--- config.mk ---
export PLATFORM = sky130hd
export DESIGN_NAME = lgs_ctrl
export DESIGN_NICKNAME = d
export VERILOG_FILES = /design/src/design/lgs_pkg.sv /design/src/design/lgs_ctrl.sv
export SDC_FILE = /design/constraint.sdc
export NUM_CORES = 1
export LEC_CHECK = 0
export BUFFER_PORTS_ARGS = -buffer_cell sky130_fd_sc_hd__buf_2
export CORE_MARGIN = 8
export CORE_UTILIZATION = 50
export DETAILED_ROUTE_END_ITERATION = 6
export PLACE_DENSITY = 0.8
export RECOVER_POWER = 25
export SLEW_MARGIN = 25
export SYNTH_ARGS = -nofsm -noshare
export SYNTH_HDL_FRONTEND = slang
export SYNTH_SLANG_ARGS = --single-unit
--- constraint.sdc ---
create_clock -name clk -period 1.96 [get_ports clk]
set_input_delay 0.098 -clock clk [delete_from_list [all_inputs] [get_ports clk]]
set_output_delay 0.098 -clock clk [all_outputs]
set_load 0.02 [all_outputs]
--- src/design/lgs_pkg.sv ---
package lgs_pkg;

	// Default grid bounds, handed down as top-level parameter defaults
	localparam int DEF_MAX_COLS = 256;
	localparam int DEF_MAX_ROWS = 64;

	// Fixed field widths
	localparam int CMD_W     = 2;
	localparam int IDX_W     = 14;
	localparam int POP_W     = 15;
	localparam int COLS_W    = 9;
	localparam int ROWS_W    = 7;
	localparam int CFG_W     = 9;
	localparam int CFG_IDX_W = 1;
	localparam int DIV_CNT_W = $clog2(IDX_W);

	// Smallest usable grid dimension
	localparam int MIN_DIM = 3;
	localparam logic [COLS_W-1:0] COLS_MIN = COLS_W'(MIN_DIM);
	localparam logic [ROWS_W-1:0] ROWS_MIN = ROWS_W'(MIN_DIM);

	// Register reset values
	localparam logic [COLS_W-1:0] COLS_RST = 9'd140;
	localparam logic [ROWS_W-1:0] ROWS_RST = 7'd40;

	// Register indexes
	localparam logic [CFG_IDX_W-1:0] CFG_COLS = 1'b0;
	localparam logic [CFG_IDX_W-1:0] CFG_ROWS = 1'b1;

	// Command codes
	localparam logic [CMD_W-1:0] CMD_WRITE = 2'd0;
	localparam logic [CMD_W-1:0] CMD_READ  = 2'd1;
	localparam logic [CMD_W-1:0] CMD_STEP  = 2'd2;

	typedef struct packed {
		logic [CMD_W-1:0] command;
		logic [IDX_W-1:0] cell_index;
		logic             cell_alive;
	} cmd_item_t;

	typedef struct packed {
		logic             cell_state;
		logic [POP_W-1:0] population;
		logic             grid_empty;
	} rsp_item_t;

	// Controller -> datapath
	typedef struct packed {
		logic accept;
		logic clr_step;
		logic div_start;
		logic cell_rd;
		logic cell_wb;
		logic gen_rd0;
		logic gen_rd1;
		logic gen_ld;
		logic gen_cell;
		logic gen_wr;
		logic rsp_load;
	} ctl_t;

	// Datapath -> controller
	typedef struct packed {
		logic clr_last;
		logic div_busy;
		logic col_last;
		logic row_last;
		logic rsp_free;
	} stat_t;

endpackage

--- src/design/lgs_ctrl.sv ---
module lgs_ctrl (
	input  logic                      clk,
	input  logic                      arst_n,
	input  logic                      cfg_we,
	input  logic                      cmd_valid,
	input  logic [lgs_pkg::CMD_W-1:0] command,
	output logic                      cmd_stall,
	output lgs_pkg::ctl_t             ctl,
	input  lgs_pkg::stat_t            st
);

	typedef enum logic [9:0] {
		S_CLEAR    = 10'b00_0000_0001,
		S_IDLE     = 10'b00_0000_0010,
		S_DIV      = 10'b00_0000_0100,
		S_CELL_WB  = 10'b00_0000_1000,
		S_GEN_RD0  = 10'b00_0001_0000,
		S_GEN_RD1  = 10'b00_0010_0000,
		S_GEN_LD   = 10'b00_0100_0000,
		S_GEN_CELL = 10'b00_1000_0000,
		S_GEN_WR   = 10'b01_0000_0000,
		S_RESP     = 10'b10_0000_0000
	} state_t;

	state_t state_q, state_nxt;

	always_comb begin
		ctl       = '0;
		state_nxt = state_q;
		cmd_stall = (state_q != S_IDLE) || cfg_we;

		unique case (state_q)
			S_CLEAR: begin
				ctl.clr_step = 1'b1;
				if (st.clr_last) begin
					state_nxt = S_IDLE;
				end
			end
			S_IDLE: begin
				if (cmd_valid && !cfg_we) begin
					ctl.accept = 1'b1;
					unique case (command) inside
						lgs_pkg::CMD_WRITE, lgs_pkg::CMD_READ: begin
							ctl.div_start = 1'b1;
							state_nxt     = S_DIV;
						end
						lgs_pkg::CMD_STEP: state_nxt = S_GEN_RD0;
						default:           state_nxt = S_RESP;
					endcase
				end
			end
			S_DIV: begin
				if (!st.div_busy) begin
					ctl.cell_rd = 1'b1;
					state_nxt   = S_CELL_WB;
				end
			end
			S_CELL_WB: begin
				ctl.cell_wb = 1'b1;
				state_nxt   = S_RESP;
			end
			S_GEN_RD0: begin
				ctl.gen_rd0 = 1'b1;
				state_nxt   = S_GEN_RD1;
			end
			S_GEN_RD1: begin
				ctl.gen_rd1 = 1'b1;
				state_nxt   = S_GEN_LD;
			end
			S_GEN_LD: begin
				ctl.gen_ld = 1'b1;
				state_nxt  = S_GEN_CELL;
			end
			S_GEN_CELL: begin
				ctl.gen_cell = 1'b1;
				if (st.col_last) begin
					state_nxt = S_GEN_WR;
				end
			end
			S_GEN_WR: begin
				ctl.gen_wr = 1'b1;
				state_nxt  = st.row_last ? S_RESP : S_GEN_LD;
			end
			S_RESP: begin
				if (st.rsp_free) begin
					ctl.rsp_load = 1'b1;
					state_nxt    = S_IDLE;
				end
			end
			default: state_nxt = S_CLEAR;
		endcase

		// geometry change wipes the grid
		if (cfg_we) begin
			state_nxt = S_CLEAR;
		end
	end

	always_ff @(posedge clk or negedge arst_n) begin
		if (!arst_n) begin
			state_q <= S_CLEAR;
		end else begin
			state_q <= state_nxt;
		end
	end

endmodule

# Yosys cells after proc, flatten, opt, wreduce, memory -nomap -nowiden
# Index checks and enable logic that the tools add are counted.
word_totals:
  register_bits: 10
  input_bits: 11
  output_inout_bits: 12
  word_cells: 50
op_classes:
  eq_ne: 18
  n_mux: 25
  reduce_logical: 6
op_table:
  columns: ["cell", "n"]
  rows:
  - ["one-hot mux 10 bit (10 select lines)", 1]
  - ["two-way mux 10 bit", 7]
  - ["one-hot mux 10 bit (2 select lines)", 1]
  - ["two-way mux 1 bit", 16]
  - ["inequality test 3 bit, second input constant", 5]
  - ["== test 10 x 1 -> 1 bit, second input constant", 1]
  - ["== test 10 bit, second input constant", 1]
  - ["== test 10 x 2 -> 1 bit, second input constant", 1]
  - ["== test 10 x 3 -> 1 bit, second input constant", 1]
  - ["== test 10 x 4 -> 1 bit, second input constant", 1]
  - ["== test 10 x 5 -> 1 bit, second input constant", 1]
  - ["== test 10 x 6 -> 1 bit, second input constant", 1]
  - ["== test 10 x 7 -> 1 bit, second input constant", 1]
  - ["== test 10 x 8 -> 1 bit, second input constant", 1]
  - ["== test 10 x 9 -> 1 bit, second input constant", 1]
  - ["inequality test 10 x 2 -> 1 bit, second input constant", 1]
  - ["AND reduction 5 bit", 1]
  - ["== test 2 x 1 -> 1 bit, second input constant", 1]
  - ["== test 2 bit, second input constant", 1]
  - ["logical NOT 2 bit", 1]
  - ["OR reduction 2 bit", 1]
  - ["logical AND 1 bit", 1]
  - ["logical NOT 1 bit", 1]
  - ["logical OR 1 bit", 1]

# Longest topological paths before layout
logic_depth:
  depth_word: 6
  mapped_depth: 7
  depth_no_buf: 5

# Least setup slack after synthesis
# No wires, ideal clock.
synth_timing:
  path_type: "register -> output"
  startpoint: "register state_q[4]"
  endpoint: "output port ctl[8] (netlist name)"
  arrival_time_ns: 1.818
  t_required_ns: 1.862
  setup_slack_ns: 0.044
  stages_incl_launch_ff: 6
  path_buffers: 1
  cell_sequence: "dfrtp_1 > nor4_4 > nand4_1 > or2_0 > buf_6 > nor3_1"
synth_lines:
  columns: ["item", "line", "text"]
  rows:
  - ["start: declaration", "lgs_ctrl.sv:25", "state_t state_q, state_nxt;"]
  - ["start signal: assignment", "lgs_ctrl.sv:103", "state_q <= state_nxt;"]
  - ["end: declaration", "lgs_ctrl.sv:8", "output lgs_pkg::ctl_t ctl,"]

==> results.cfg <==
[run_status]
outcome = complete, no violations

[final_layout]
fin_area_um2 = 1007
largest_register_ffs = 10
largestRegisters = state_q x10
num_antenna_cells = 0
layout-drive-gt1-share_pct = 39.66
finish.utilization_pct = 67.65
finalNetCount = 128
area_growth_pct = 27.98
largest-register = state_q

[synth]
synth.top_cell.area_share_pct = 28.62
async_flop_share_pct = 100.0
synth.area.top_cells = dfrtp_1 29%, buf_6 5.7%, nor2_1 5.7%
synth_edf_count = 0
ys.flop_type = dfrtp_1
yosysWarnings = 0
synth_common_cells = 12 x nor2_1, 9 x dfrtp_1, 5 x inv_1, 5 x nand2_1
syn-num-nets = 96
yosysTopAreaCell = dfrtp_1
yosysSeqAreaShare_pct = 31.96
synth_area_um2 = 787.0
ys_types = 39
avgSynthCellArea_um2 = 9.259
yosysMostFrequentCell = nor2_1
synthCells = 85
synth-seq-cells = 10

[setup_path]
start_kind = flop
crit_chain = nor4_4, nand4_1, or2_4, nor3_2, buf_4
crit_fanout = 5
arrival_ns = 1.81
crit_path_end_kind = primary output
crit_type = reg -> out
crit_required_ns = 1.86
cp_slowest_stage_delay_ns = 0.43
crit_slowest_cell = dfrtp_1

[timing]
fin_skew_ns = 0.001908
drv_slew = 0
setup_viol = 0
relSlewSlack_pct = 64.27
fin_crit_sh_pct = 97.16
period_needed_ns = 1.904
rsz0062_at_grt = true
fin_tns_setup_ns = 0
timing.fmax_mhz = 525.1
finalHoldViolations = 0
worst_slew_pin_slew_ns = 0.5360

[cts]
clk_pin_slew_worst_paths_ns = 0.07
cts_buffers = 3
cts.path.max_buffers = 2
clkLatencyLatePin_ns = 0.26
cts_tree = done
clock_sinks = 10
cts_root_buf = clkbuf_4
htree_num_levels = 1

[placement]
io_buffers = 22
hpwl_um = 1593
placed_area_um2 = 889.6
gp_congestion = 0.8221

[route]
final_antenna_net_count = 0
vias = 778
viasPerCell = 5.894
drt_iter0_markers = 16
routed_wl_um = 2079
avgRoutedWirePerCell_um = 15.75
drt_first_pass_iters = 4
drcViolationCount = 0

[floorplanning]
io_pins = 23
row_count = 14
die_h_um = 55.68
start_util_pct = 52.86
core_area_um2 = 1489
die_area_um2 = 3100
die_w_um = 55.68

[pwr]
p_leak_uw = 0.0005250
ir_drop_mv = 0.5495
power_density_nw_per_um2 = 868.4

[grt]
grtUsageTotal_pct = 11.80
grt_pass1_vias = 748
grt_antenna_before_repair = 0
grt_max_degree = 11
grt_overflow = 0
grt_pass1_wl_um = 3139

[min_path]
hold_path_class = in -> reg

[flow_run]
drv_cap = 0
[worst max-delay path: cells and delay by family, from the launching register on]
| kind | cells | cell delay (ns) |
|---|---|---|
| AND/OR/NAND/NOR | 4 | 0.96 |
| flip-flops | 1 | 0.43 |
| buffers and inverters | 1 | 0.16 |
[where the power goes]
| part | internal (uW) | switching [uW] | leakage, uW |
|---|---|---|---|
| logic | 197 | 200 | 0.000369 |
| registers | 234 | 59.1 | 0.000135 |
| clock network | 113 | 71.2 | 0.0000210 |
[per-layer routing]
metal | vias to the layer above | track usage [%] | part of all wire, %
li1 | 374 | - | -
met1 | 361 | 15.25 | 46
met2 | 41 | 18.11 | 46
met3 | 2 | 3.425 | 7.6
met4 | 0 | 3.873 | 0.63
met5 | - | 0 | 0
[layout make-up]
class	instances	area, um2
clock buffers	4	36.28
inverters	5	18.77
well taps	16	20.02
repair buffers	32	191.4
multi-input cells	65	489.2
fillers	122	481.7
flip-flops and latches	10	251.5
[logic make-up after synthesis]
group | synth area share [%]
AND/OR/NAND/NOR | 42.29
flip-flops | 31.96
AO/OA/AOI/OAI | 13.67
buffers and inverters | 8.743
XOR/XNOR | 3.339
[placed cells by master (no fill, tap or decap), drive strengths merged, types with 3 or more instances in the layout]
master / n
nor2b: 4
nand4: 3
nor4b: 4
nor4: 3
inv: 5
buf: 30
clkbuf: 5
nand2: 6
nor2: 12
dfrtp: 9
[repair_timing]
item | CTS | global route
hold endpoints to repair | 10 | 0
pin swaps | 1 | 4
hold buffers | 1 | 0
buffers inserted | 1 | 5
endpoints found under the setup margin | 4 | 12
gates resized for setup | 2 | 5
[through the flow]
stage	power [uW]	instances	hold WS, ns	setup WS (ns)
floorplan	587.4	85	-0.1976	0.04354
global placement	613.4	121	-0.03247	0.03880
detailed placement	617.5	121	-0.03233	0.02842
CTS	806.7	127	0.001430	0.01305
global route	915.3	132	0.007139	-0.06473
finish	874.7	132	0.006911	0.05572
[worst paths after layout]
check	startpoint	end	slack, ns	cells past startpoint
worst max-delay path	state_q[5]	ctl[8]	0.06	5
worst min-delay path	command[0]	state_q[4]	0.007	2
worst max register to register	state_q[0]	state_q[1]	0.06	6
worst min register to register	state_q[3]	state_q[3]	0.67	3
max in group asynchronous	arst_n	state_q[0]	1.28	2
min in group asynchronous	arst_n	state_q[6]	0.32	2
Power figures use the tool's default switching activity.
